$ cat src/hdl/assert_macros.svh
// ----------------------------------------------------------------------------
// assert_macros.svh
// Assertion macros for the compass heading RTL; empty for synthesis.
// ----------------------------------------------------------------------------
`ifndef ASSERT_MACROS_SVH
`define ASSERT_MACROS_SVH

`ifndef SYNTHESIS

// property checked at every clock edge outside reset
`define CHA_ASSERT(label, clk, rst_n, prop, msg) \
	label: assert property (@(posedge clk) disable iff (!rst_n) (prop)) \
		else $error(msg);

// consequent checked in the cycle after the antecedent
`define CHA_ASSERT_NEXT(label, clk, rst_n, ante, cons, msg) \
	label: assert property (@(posedge clk) disable iff (!rst_n) (ante) |=> (cons)) \
		else $error(msg);

`else

`define CHA_ASSERT(label, clk, rst_n, prop, msg)
`define CHA_ASSERT_NEXT(label, clk, rst_n, ante, cons, msg)

`endif

`endif

$ cat src/hdl/cha_pkg.sv
// ----------------------------------------------------------------------------
// cha_pkg
// Types, constants and the arctangent table of the compass heading block.
// ----------------------------------------------------------------------------
`timescale 1ns / 1ps

package cha_pkg;

	// corrected axis width and CORDIC working format
	localparam int CORR_W     = 14;
	localparam int FRAC_SHIFT = 20;
	localparam int WORK_W     = 37;
	localparam int Z_W        = 32;
	localparam int ADDR_W     = 4;
	localparam int DATA_W     = 32;

	// register field widths
	localparam int XOFF_W = 12;
	localparam int YOFF_W = 12;
	localparam int DECL_W = 14;

	// binary angle of +90 and -90 degrees
	localparam logic [Z_W-1:0] Z_POS_QUARTER = 32'h4000_0000;
	localparam logic [Z_W-1:0] Z_NEG_QUARTER = 32'hC000_0000;

	// register index on the configuration port
	typedef enum logic [1:0] {
		REG_X_OFFSET    = 2'd0,
		REG_Y_OFFSET    = 2'd1,
		REG_DECLINATION = 2'd2
	} cha_reg_e_t;

	// configuration register contents
	typedef struct packed {
		logic signed [XOFF_W-1:0] x_offset;
		logic signed [YOFF_W-1:0] y_offset;
		logic signed [DECL_W-1:0] declination;
	} cha_cfg_t;

	// vector handed from cell to cell
	typedef struct packed {
		logic                     zero;
		logic signed [WORK_W-1:0] x;
		logic signed [WORK_W-1:0] y;
		logic        [Z_W-1:0]    z;
	} cha_stage_t;

	// atan(2^-i) in units of 2^-32 turn
	function automatic logic [Z_W-1:0] atan_turn(input int idx);
		logic [Z_W-1:0] v;
		case (idx)
			0:  v = 32'h2000_0000;
			1:  v = 32'h12E4_051E;
			2:  v = 32'h09FB_385B;
			3:  v = 32'h0511_11D4;
			4:  v = 32'h028B_0D43;
			5:  v = 32'h0145_D7E1;
			6:  v = 32'h00A2_F61E;
			7:  v = 32'h0051_7C55;
			8:  v = 32'h0028_BE53;
			9:  v = 32'h0014_5F2F;
			10: v = 32'h000A_2F98;
			11: v = 32'h0005_17CC;
			12: v = 32'h0002_8BE6;
			13: v = 32'h0001_45F3;
			14: v = 32'h0000_A2FA;
			15: v = 32'h0000_517D;
			16: v = 32'h0000_28BE;
			17: v = 32'h0000_145F;
			18: v = 32'h0000_0A2F;
			19: v = 32'h0000_0517;
			20: v = 32'h0000_028B;
			21: v = 32'h0000_0145;
			22: v = 32'h0000_00A2;
			23: v = 32'h0000_0051;
			default: v = '0;
		endcase
		return v;
	endfunction

	// signed width of heading arithmetic for a given angle format
	function automatic int heading_w(input int frac);
		int w;
		w = $clog2(360 * (2 ** frac)) + 3;
		return (w < 17) ? 17 : w;
	endfunction

endpackage

$ cat src/hdl/cha_regs.sv
// ----------------------------------------------------------------------------
// cha_regs
// APB-style register file: hard-iron offsets and magnetic declination.
// ----------------------------------------------------------------------------
`timescale 1ns / 1ps

module cha_regs (
	input  logic                        clk,
	input  logic                        arst_n,
	input  logic                        psel,
	input  logic                        penable,
	input  logic                        pwrite,
	input  logic [cha_pkg::ADDR_W-1:0]  paddr,
	input  logic [cha_pkg::DATA_W-1:0]  pwdata,
	output logic [cha_pkg::DATA_W-1:0]  prdata,
	output logic                        pready,
	output cha_pkg::cha_cfg_t           cfg
);

	cha_pkg::cha_cfg_t  cfg_q;
	cha_pkg::cha_reg_e_t reg_sel;
	logic               wr_en;

	assign pready  = 1'b1;
	assign reg_sel = cha_pkg::cha_reg_e_t'(paddr[3:2]);
	assign wr_en   = psel && penable && pwrite;
	assign cfg     = cfg_q;

	// register writes, low field bits kept
	always_ff @(posedge clk or negedge arst_n) begin
		if (!arst_n) begin
			cfg_q.x_offset    <= 12'sd10;
			cfg_q.y_offset    <= -12'sd182;
			cfg_q.declination <= '0;
		end else if (wr_en) begin
			case (reg_sel)
				cha_pkg::REG_X_OFFSET:    cfg_q.x_offset    <= pwdata[cha_pkg::XOFF_W-1:0];
				cha_pkg::REG_Y_OFFSET:    cfg_q.y_offset    <= pwdata[cha_pkg::YOFF_W-1:0];
				cha_pkg::REG_DECLINATION: cfg_q.declination <= pwdata[cha_pkg::DECL_W-1:0];
				default: ;
			endcase
		end
	end

	// read mux, values sign extended
	always_comb begin
		case (reg_sel)
			cha_pkg::REG_X_OFFSET:
				prdata = {{(cha_pkg::DATA_W-cha_pkg::XOFF_W){cfg_q.x_offset[cha_pkg::XOFF_W-1]}},
					cfg_q.x_offset};
			cha_pkg::REG_Y_OFFSET:
				prdata = {{(cha_pkg::DATA_W-cha_pkg::YOFF_W){cfg_q.y_offset[cha_pkg::YOFF_W-1]}},
					cfg_q.y_offset};
			cha_pkg::REG_DECLINATION:
				prdata = {{(cha_pkg::DATA_W-cha_pkg::DECL_W){
					cfg_q.declination[cha_pkg::DECL_W-1]}}, cfg_q.declination};
			default:
				prdata = '0;
		endcase
	end

endmodule

$ cat src/hdl/cha_cordic_cell.sv
// ----------------------------------------------------------------------------
// cha_cordic_cell
// One vectoring CORDIC iteration with its own pipeline register.
// ----------------------------------------------------------------------------
`timescale 1ns / 1ps

module cha_cordic_cell #(
	parameter int SHIFT = 0
) (
	input  logic                clk,
	input  logic                arst_n,
	input  logic                in_valid,
	input  cha_pkg::cha_stage_t vec_in,
	input  logic                en_next,
	output logic                en,
	output logic                out_valid,
	output cha_pkg::cha_stage_t vec_out
);

	localparam logic [cha_pkg::Z_W-1:0] ATAN = cha_pkg::atan_turn(SHIFT);

	logic                                valid_q;
	cha_pkg::cha_stage_t                 vec_s1;
	cha_pkg::cha_stage_t                 vec_nx;
	logic signed [cha_pkg::WORK_W-1:0]   dx;
	logic signed [cha_pkg::WORK_W-1:0]   dy;

	// load when empty or when the neighbor takes the held vector
	assign en        = !valid_q || en_next;
	assign out_valid = valid_q;
	assign vec_out   = vec_s1;

	// rotate toward the x axis
	always_comb begin
		dx          = vec_in.y >>> SHIFT;
		dy          = vec_in.x >>> SHIFT;
		vec_nx.zero = vec_in.zero;
		if (!vec_in.y[cha_pkg::WORK_W-1]) begin
			vec_nx.x = vec_in.x + dx;
			vec_nx.y = vec_in.y - dy;
			vec_nx.z = vec_in.z + ATAN;
		end else begin
			vec_nx.x = vec_in.x - dx;
			vec_nx.y = vec_in.y + dy;
			vec_nx.z = vec_in.z - ATAN;
		end
	end

	// stage valid
	always_ff @(posedge clk or negedge arst_n) begin
		if (!arst_n) begin
			valid_q <= 1'b0;
		end else if (en) begin
			valid_q <= in_valid;
		end
	end

	// stage payload
	always_ff @(posedge clk) begin
		if (en && in_valid) begin
			vec_s1 <= vec_nx;
		end
	end

endmodule

$ cat src/hdl/cha_angle_post.sv
// ----------------------------------------------------------------------------
// cha_angle_post
// Binary angle to signed angle in fractional degrees, rounded half away from zero.
// ----------------------------------------------------------------------------
`timescale 1ns / 1ps

module cha_angle_post #(
	parameter int ANGLE_FRAC_BITS = 6
) (
	input  logic                clk,
	input  logic                arst_n,
	input  logic                in_valid,
	input  cha_pkg::cha_stage_t vec_in,
	input  logic                en_next,
	output logic                en,
	output logic                out_valid,
	output logic signed [cha_pkg::heading_w(ANGLE_FRAC_BITS)-1:0] angle
);

	localparam int FULL   = 360 * (2 ** ANGLE_FRAC_BITS);
	localparam int FULL_W = $clog2(FULL + 1);
	localparam int PROD_W = cha_pkg::Z_W + FULL_W;
	localparam int H_W    = cha_pkg::heading_w(ANGLE_FRAC_BITS);
	localparam int ZW     = cha_pkg::Z_W;

	logic                     v_s1, v_s2, v_s3;
	logic                     en1, en2, en3;
	logic                     neg_s1, neg_s2;
	logic [ZW-1:0]            mag_s1;
	logic [PROD_W-1:0]        prod_s2;
	logic signed [H_W-1:0]    angle_s3;
	logic [ZW-1:0]            mag_nx;
	logic [PROD_W-1:0]        rnd;
	logic signed [H_W-1:0]    r_ext;

	// stage enables, last one follows the consumer
	assign en3       = !v_s3 || en_next;
	assign en2       = !v_s2 || en3;
	assign en1       = !v_s1 || en2;
	assign en        = en1;
	assign out_valid = v_s3;
	assign angle     = angle_s3;

	// magnitude of the signed binary angle, forced to zero for a null vector
	always_comb begin
		if (vec_in.zero) begin
			mag_nx = '0;
		end else if (vec_in.z[ZW-1]) begin
			mag_nx = ~vec_in.z + ZW'(1);
		end else begin
			mag_nx = vec_in.z;
		end
	end

	// round and restore sign
	always_comb begin
		rnd   = prod_s2 + (PROD_W'(1) << (ZW - 1));
		r_ext = H_W'(rnd[PROD_W-1:ZW]);
	end

	// valid bits
	always_ff @(posedge clk or negedge arst_n) begin
		if (!arst_n) begin
			v_s1 <= 1'b0;
			v_s2 <= 1'b0;
			v_s3 <= 1'b0;
		end else begin
			if (en1) v_s1 <= in_valid;
			if (en2) v_s2 <= v_s1;
			if (en3) v_s3 <= v_s2;
		end
	end

	// payload stages
	always_ff @(posedge clk) begin
		if (en1 && in_valid) begin
			mag_s1 <= mag_nx;
			neg_s1 <= !vec_in.zero && vec_in.z[ZW-1];
		end
		if (en2 && v_s1) begin
			prod_s2 <= PROD_W'(mag_s1) * PROD_W'(FULL);
			neg_s2  <= neg_s1;
		end
		if (en3 && v_s2) begin
			angle_s3 <= neg_s2 ? -r_ext : r_ext;
		end
	end

endmodule

$ cat src/hdl/compass_heading_atan2.sv
// ----------------------------------------------------------------------------
// compass_heading_atan2
// Compass heading from one magnetometer X/Y sample via a pipelined CORDIC.
// ----------------------------------------------------------------------------
// The block takes one X/Y sample per clock unless sample_stall is high and
// returns one heading per sample, in order, in units of 2^-ANGLE_FRAC_BITS
// degree. Each sample passes a correction stage, one CORDIC cell per iteration
// (CORDIC_STAGES cells), three conversion stages and the output register.
// Throughput is one transfer per cycle without stalls, set by the row of
// CORDIC cells each holding one vector; a stall on the heading side backs up
// stage by stage, so bubbles in the pipeline are filled before the sample side
// is stalled. Registers: offset X at 0x0, offset Y at 0x4, declination at 0x8.
`timescale 1ns / 1ps

module compass_heading_atan2 #(
	parameter int ANGLE_FRAC_BITS = 6,
	parameter int CORDIC_STAGES   = 16
) (
	input  logic                        clk,
	input  logic                        arst_n,
	// sample channel
	input  logic                        sample_valid,
	output logic                        sample_stall,
	input  logic signed [12:0]          x_field,
	input  logic signed [12:0]          y_field,
	// heading channel
	output logic                        heading_valid,
	input  logic                        heading_stall,
	output logic [14:0]                 heading,
	// configuration port
	input  logic                        psel,
	input  logic                        penable,
	input  logic                        pwrite,
	input  logic [cha_pkg::ADDR_W-1:0]  paddr,
	input  logic [cha_pkg::DATA_W-1:0]  pwdata,
	output logic [cha_pkg::DATA_W-1:0]  prdata,
	output logic                        pready
);

	`include "assert_macros.svh"

	localparam int FULL    = 360 * (2 ** ANGLE_FRAC_BITS);
	localparam int QUARTER = 90 * (2 ** ANGLE_FRAC_BITS);
	localparam int H_W     = cha_pkg::heading_w(ANGLE_FRAC_BITS);
	localparam int CW      = cha_pkg::CORR_W;
	localparam int WW      = cha_pkg::WORK_W;
	localparam int FS      = cha_pkg::FRAC_SHIFT;
	localparam logic signed [H_W-1:0] FULL_H    = H_W'(FULL);
	localparam logic signed [H_W-1:0] QUARTER_H = H_W'(QUARTER);

	cha_pkg::cha_cfg_t          cfg;
	logic                       v_s1;
	logic                       en_s1;
	logic signed [CW-1:0]       xc_s1, yc_s1;
	logic signed [CW-1:0]       xc_nx, yc_nx;
	logic signed [WW-1:0]       xw, yw;
	cha_pkg::cha_stage_t        rot_vec;
	cha_pkg::cha_stage_t        link [0:CORDIC_STAGES];
	logic [CORDIC_STAGES:0]     link_v;
	logic [CORDIC_STAGES:0]     link_en;
	logic                       post_v;
	logic signed [H_W-1:0]      angle;
	logic                       en_out;
	logic                       out_valid_q;
	logic [H_W-1:0]             out_h_q;
	logic signed [H_W-1:0]      h0, h1, h2, decl_ext;

	// configuration registers
	cha_regs u_regs (
		.clk     (clk),
		.arst_n  (arst_n),
		.psel    (psel),
		.penable (penable),
		.pwrite  (pwrite),
		.paddr   (paddr),
		.pwdata  (pwdata),
		.prdata  (prdata),
		.pready  (pready),
		.cfg     (cfg)
	);

	// hard-iron correction
	assign xc_nx = {x_field[12], x_field}
		- {{(CW-cha_pkg::XOFF_W){cfg.x_offset[cha_pkg::XOFF_W-1]}}, cfg.x_offset};
	assign yc_nx = {y_field[12], y_field}
		- {{(CW-cha_pkg::YOFF_W){cfg.y_offset[cha_pkg::YOFF_W-1]}}, cfg.y_offset};

	assign en_s1        = !v_s1 || link_en[0];
	assign sample_stall = !en_s1;

	always_ff @(posedge clk or negedge arst_n) begin
		if (!arst_n) begin
			v_s1 <= 1'b0;
		end else if (en_s1) begin
			v_s1 <= sample_valid;
		end
	end

	always_ff @(posedge clk) begin
		if (en_s1 && sample_valid) begin
			xc_s1 <= xc_nx;
			yc_s1 <= yc_nx;
		end
	end

	// scale to working format and pre-rotate the left half plane by 90 degrees
	assign xw = {{(WW-CW-FS){xc_s1[CW-1]}}, xc_s1, {FS{1'b0}}};
	assign yw = {{(WW-CW-FS){yc_s1[CW-1]}}, yc_s1, {FS{1'b0}}};

	always_comb begin
		rot_vec.zero = (xc_s1 == '0) && (yc_s1 == '0);
		if (!xc_s1[CW-1]) begin
			rot_vec.x = xw;
			rot_vec.y = yw;
			rot_vec.z = '0;
		end else if (!yc_s1[CW-1]) begin
			rot_vec.x = yw;
			rot_vec.y = -xw;
			rot_vec.z = cha_pkg::Z_POS_QUARTER;
		end else begin
			rot_vec.x = -yw;
			rot_vec.y = xw;
			rot_vec.z = cha_pkg::Z_NEG_QUARTER;
		end
	end
	assign link[0]   = rot_vec;
	assign link_v[0] = v_s1;

	// row of CORDIC cells
	for (genvar k = 0; k < CORDIC_STAGES; k++) begin : g_cell
		cha_cordic_cell #(
			.SHIFT (k)
		) u_cell (
			.clk       (clk),
			.arst_n    (arst_n),
			.in_valid  (link_v[k]),
			.vec_in    (link[k]),
			.en_next   (link_en[k+1]),
			.en        (link_en[k]),
			.out_valid (link_v[k+1]),
			.vec_out   (link[k+1])
		);
	end

	// binary angle to fractional degrees
	cha_angle_post #(
		.ANGLE_FRAC_BITS (ANGLE_FRAC_BITS)
	) u_post (
		.clk       (clk),
		.arst_n    (arst_n),
		.in_valid  (link_v[CORDIC_STAGES]),
		.vec_in    (link[CORDIC_STAGES]),
		.en_next   (en_out),
		.en        (link_en[CORDIC_STAGES]),
		.out_valid (post_v),
		.angle     (angle)
	);

	// quarter turn, declination, single wrap and saturation
	always_comb begin
		decl_ext = {{(H_W-cha_pkg::DECL_W){cfg.declination[cha_pkg::DECL_W-1]}},
			cfg.declination};
		h0 = angle - QUARTER_H + decl_ext;
		if (h0 < 0) begin
			h1 = h0 + FULL_H;
		end else if (h0 > FULL_H) begin
			h1 = h0 - FULL_H;
		end else begin
			h1 = h0;
		end
		if (h1 < 0) begin
			h2 = '0;
		end else if (h1 > FULL_H) begin
			h2 = FULL_H;
		end else begin
			h2 = h1;
		end
	end

	// output register
	assign en_out = !out_valid_q || !heading_stall;

	always_ff @(posedge clk or negedge arst_n) begin
		if (!arst_n) begin
			out_valid_q <= 1'b0;
		end else if (en_out) begin
			out_valid_q <= post_v;
		end
	end

	always_ff @(posedge clk) begin
		if (en_out && post_v) begin
			out_h_q <= h2;
		end
	end

	assign heading_valid = out_valid_q;
	assign heading       = out_h_q[14:0];

	// checks
	`CHA_ASSERT(a_heading_range, clk, arst_n, out_valid_q |-> (!out_h_q[H_W-1] && (out_h_q <= FULL_H)), "heading outside 0..360 degrees")
	`CHA_ASSERT(a_stall_full, clk, arst_n, sample_stall |-> (heading_valid && heading_stall), "sample stalled while the pipeline can move")
	`CHA_ASSERT(a_cordic_x_pos, clk, arst_n, (link_v[CORDIC_STAGES] && !link[CORDIC_STAGES].zero) |-> !link[CORDIC_STAGES].x[WW-1], "CORDIC x went negative")
	`CHA_ASSERT_NEXT(a_post_to_out, clk, arst_n, post_v && en_out, heading_valid, "converted angle lost before the output register")

endmodule

$ cat config.mk
export PLATFORM = sky130hd
export DESIGN_NAME = compass_heading_atan2
export DESIGN_NICKNAME = d
export VERILOG_FILES = /design/src/hdl/cha_pkg.sv /design/src/hdl/cha_regs.sv /design/src/hdl/cha_cordic_cell.sv /design/src/hdl/cha_angle_post.sv /design/src/hdl/compass_heading_atan2.sv
export VERILOG_INCLUDE_DIRS = /design/src /design/src/hdl
export SDC_FILE = /design/constraint.sdc
export NUM_CORES = 2
export LEC_CHECK = 0
export BUFFER_PORTS_ARGS = -buffer_cell sky130_fd_sc_hd__buf_2
export CAP_MARGIN = 20
export CORE_MARGIN = 10
export CORE_UTILIZATION = 25
export DETAILED_ROUTE_END_ITERATION = 10
export REMOVE_ABC_BUFFERS = 1
export SYNTH_ARGS = -nofsm -noshare
export SYNTH_HDL_FRONTEND = slang
export SYNTH_SLANG_ARGS = --single-unit
$ cat constraint.sdc
create_clock -name clk -period 8.8 [get_ports clk]
set_clock_uncertainty 0.2 [all_clocks]
set_input_delay 0.44 -clock clk [delete_from_list [all_inputs] [get_ports clk]]
set_output_delay 0.44 -clock clk [all_outputs]
set_load 0.01 [all_outputs]
==> out/metrics.csv <==
metric,value,unit
grt_overflow_total,0,
slew_viol_final,0,
core,487000,um2
synth-seq-cells,1470,
syn-cell-area,122000,um2
finalHoldViolations,0,
drt_iter0_drc,5712,
drt-wirelength-per-cell,14.9,um
worst_setup_path_start_kind,flop,
syn_inst,12800,
die_x,719,um
port_buffers,97,
end_kind,flop,
dpl_cell_area,131000,um2
yosys.area_share.simple,14.2,%
first_pass_iters,5,
io_pins,119,
r2r-start,g_cell[9].u_cell.vec_out[42],
crit_arrival,6.18,ns
synth_xor_area_share,12.7,%
yosysWarnings,0,
fp.dieH,719,um
crit_path_start,g_cell[9].u_cell.vec_out[42],
grt_max_degree,80,
cp.required,9.18,ns
fillers,50700,
period_share,65.9,%
routed_wirelength,291000,um
muxShareOfSynthArea,0.761,%
cts_tree,done,
hold_class,in2async,
setup_tns,0,ns
ys_types,99,
area_growth_syn_to_layout,11.7,%
path_class,reg2reg,
synth_top_family_by_area,compound AO/OA/AOI/OAI gates,
seq_area_frac_synth,35.9,%
rsz0062_at_grt,false,
clk_pin_slew_worst_paths,0.06,ns
drc,0,
via_per_inst,4.68,
clock_latency,0.86,ns
crit_fanout,6,
die-area,517000,um2
drive_above_1_share,4.41,%
min_period,5.80,ns
vias,91400,
fin_cells,19500,
cts-root-buf,clkbuf_16,
drv_cap,0,
start_util,25.1,%
antenna_found_initial,6,
setup_violations,0,
fmax,0.172,GHz
grt_usage,10.7,%
dp_cells,19200,
synth_compound_area_share,17.5,%
status,completed,
slew-limit-headroom,27.9,%
grt_pass1_wl,465000,um
ys.flop_type,edfxtp_1,
synthTopCellsByArea,"edfxtp_1 35%, ha_1 15%, xnor2_1 8.2%",
gp_congestion,0.900,
drtAntennaViolNets,0,
tightest_slew,1.08,ns
hpwlAfterDp,232000,um
synth_edf_count,1411,
numCtsBuffers,166,
grt_pass1_vias,87100,
syn_area_per_cell,9.58,um2
cts_resized,0,
synthArstFlopShare,4.01,%
yosysTopAreaCell,edfxtp_1,
synth_top_area_share,34.7,%
htree_levels,4,
synth-adder-area-share,16.0,%
cts_max_path_buffers,4,
layout.nets,14500,
design_area,136000,um2
cts.sinks,1470,
row_count,256,
==> path summary, 6_finish.rpt <==
check | to | slack [ns] | depth (start not counted)
max in group asynchronous | v_s1 | 7.69 | 2
max reg2reg | g_cell[10].u_cell.vec_out[104] | 3.00 | 19
min in group clk | u_regs.cfg[11] | 0.08 | 3
min | g_cell[12].u_cell.out_valid | 0.07 | 2
max | g_cell[10].u_cell.vec_out[104] | 3.00 | 19
min reg2reg | g_cell[2].u_cell.vec_out[106] | 0.18 | 0
==> critical path, stage by stage (launching register included) <==
cell and delay, ns:
edfxtp_1 0.47, or4_1 0.62, nor3_1 0.41, and3_1 0.28, nand2_1 0.09, nor4_1 0.39
inv_1 0.24, o21a_1 0.25, xnor2_1 0.14, ha_1 0.34, and4_1 0.18, a311oi_1 0.40
o21ai_0 0.19, o311ai_0 0.48, a21oi_1 0.17, nand4_1 0.15, a41oi_1 0.15, o21a_1 0.19
nor2_1 0.11, xnor2_1 0.07
==> sequential cells by signal, indices dropped and copies added (netlist names) <==
name / cells
g_cell.u_cell.vec_out: 1301
u_regs.cfg: 38
u_post.mag_s1: 31
u_post.angle: 18
g_cell.u_cell.out_valid: 16
u_post.prod_s2: 16
out_h_q: 15
xc_s1: 14
yc_s1: 14
heading_valid: 1
u_post.neg_s1: 1
u_post.neg_s2: 1
u_post.out_valid: 1
u_post.v_s1: 1
u_post.v_s2: 1
v_s1: 1
==> layout make-up <==
class	count	area [um2]	share of cell area, %
multi-input cells	10400	74900	54.9
flip-flops and latches	1470	43900	32.1
well taps	6450	8070	5.91
clock buffers	197	4360	3.20
inverters	716	2690	1.97
repair buffers	233	1710	1.25
clock inverters	89	822	0.602
diodes	4	10.0	0.00733
==> cell families after synthesis <==
| logic type | after synthesis |
|---|---|
| flip-flops | 1470 |
| adder cells (fa/ha/maj) | 1507 |
| XOR/XNOR | 1775 |
| AND/OR/NAND/NOR | 3618 |
| multiplexers | 87 |
| AO/OA/AOI/OAI | 3381 |
| other | 2 |
| buffers and inverters | 910 |
==> layout by cell type, fill, tap and decap left out, types with 34 or more instances in the layout <==
cell	count
a211o_1	34
a211oi_1	100
a21boi_0	56
a21o_1	439
a21oi_1	1195
a31oi_1	133
and2_1	91
and3_1	108
buf_2	97
buf_4	61
clkbuf_16	169
clkinv_1	40
dfrtp_1	50
dlygate4sd3_1	71
edfxtp_1	1411
fa_1	91
ha_1	1416
inv_1	709
mux2_2	47
mux2i_1	40
nand2_1	643
nand2b_1	198
nand3_1	221
nand4_1	75
nor2_1	1286
nor2b_1	188
nor3_1	386
nor4_1	109
o211ai_1	52
o21a_1	215
o21ai_0	580
o21bai_1	165
o31ai_1	49
o41ai_1	57
or2_2	55
or3_1	79
or4_1	43
xnor2_1	1146
xor2_1	627
==> synthesized netlist by cell type (26+ instances only) <==
| cell type | n |
|---|---|
| o31ai_1 | 49 |
| nand3_1 | 221 |
| clkbuf_1 | 147 |
| and2_1 | 98 |
| a211oi_1 | 100 |
| nor2_1 | 1287 |
| inv_1 | 709 |
| o21a_1 | 215 |
| o211ai_1 | 52 |
| edfxtp_1 | 1411 |
| fa_1 | 91 |
| nor3_1 | 388 |
| nand4_1 | 75 |
| or2_2 | 55 |
| nand2b_1 | 198 |
| or4_1 | 43 |
| o41ai_1 | 57 |
| nor2b_1 | 196 |
| a211o_1 | 34 |
| mux2_2 | 47 |
| xnor2_1 | 1146 |
| nand2_1 | 643 |
| nor3b_1 | 32 |
| mux2i_1 | 40 |
| a21oi_1 | 1195 |
| a41oi_1 | 26 |
| and3_1 | 108 |
| dfrtp_1 | 50 |
| o21ai_0 | 580 |
| nor4_1 | 110 |
| a31oi_1 | 134 |
| a21o_1 | 439 |
| o21bai_1 | 165 |
| o31a_1 | 29 |
| xor2_1 | 627 |
| or3_1 | 79 |
| a21boi_0 | 57 |
| ha_1 | 1416 |
==> routing by layer <==
| layer | global-route usage [%] | vias up | share of wire (%) |
|---|---|---|---|
| met5 | 0 | - | 0 |
| met4 | 3.69 | 0 | 3.8 |
| met3 | 1.13 | 528 | 3.2 |
| met2 | 18.1 | 1559 | 46 |
| met1 | 14.2 | 42300 | 47 |
| li1 | - | 47000 | - |
==> repair_timing <==
action / CTS / global route
hold buffers: 71 / 0
setup buffers: 0 / 0
hold endpoints to repair: 143 / 0
==> metrics by stage <==
step | util [%] | hold slack (ns) | setup WS, ns
2_1_floorplan | - | -0.0556 | 2.27
3_3_place_gp | 26.8 | 0.203 | 3.03
3_5_place_dp | 26.8 | 0.205 | 3.07
4_1_cts | 28.0 | 0.0251 | 3.05
5_1_grt | 28.0 | 0.0502 | 2.50
6_report | 28.0 | 0.0658 | 3.00
Power is not shown: default switching activity piles up to over one toggle a cycle in this logic, so the estimate is an artifact.
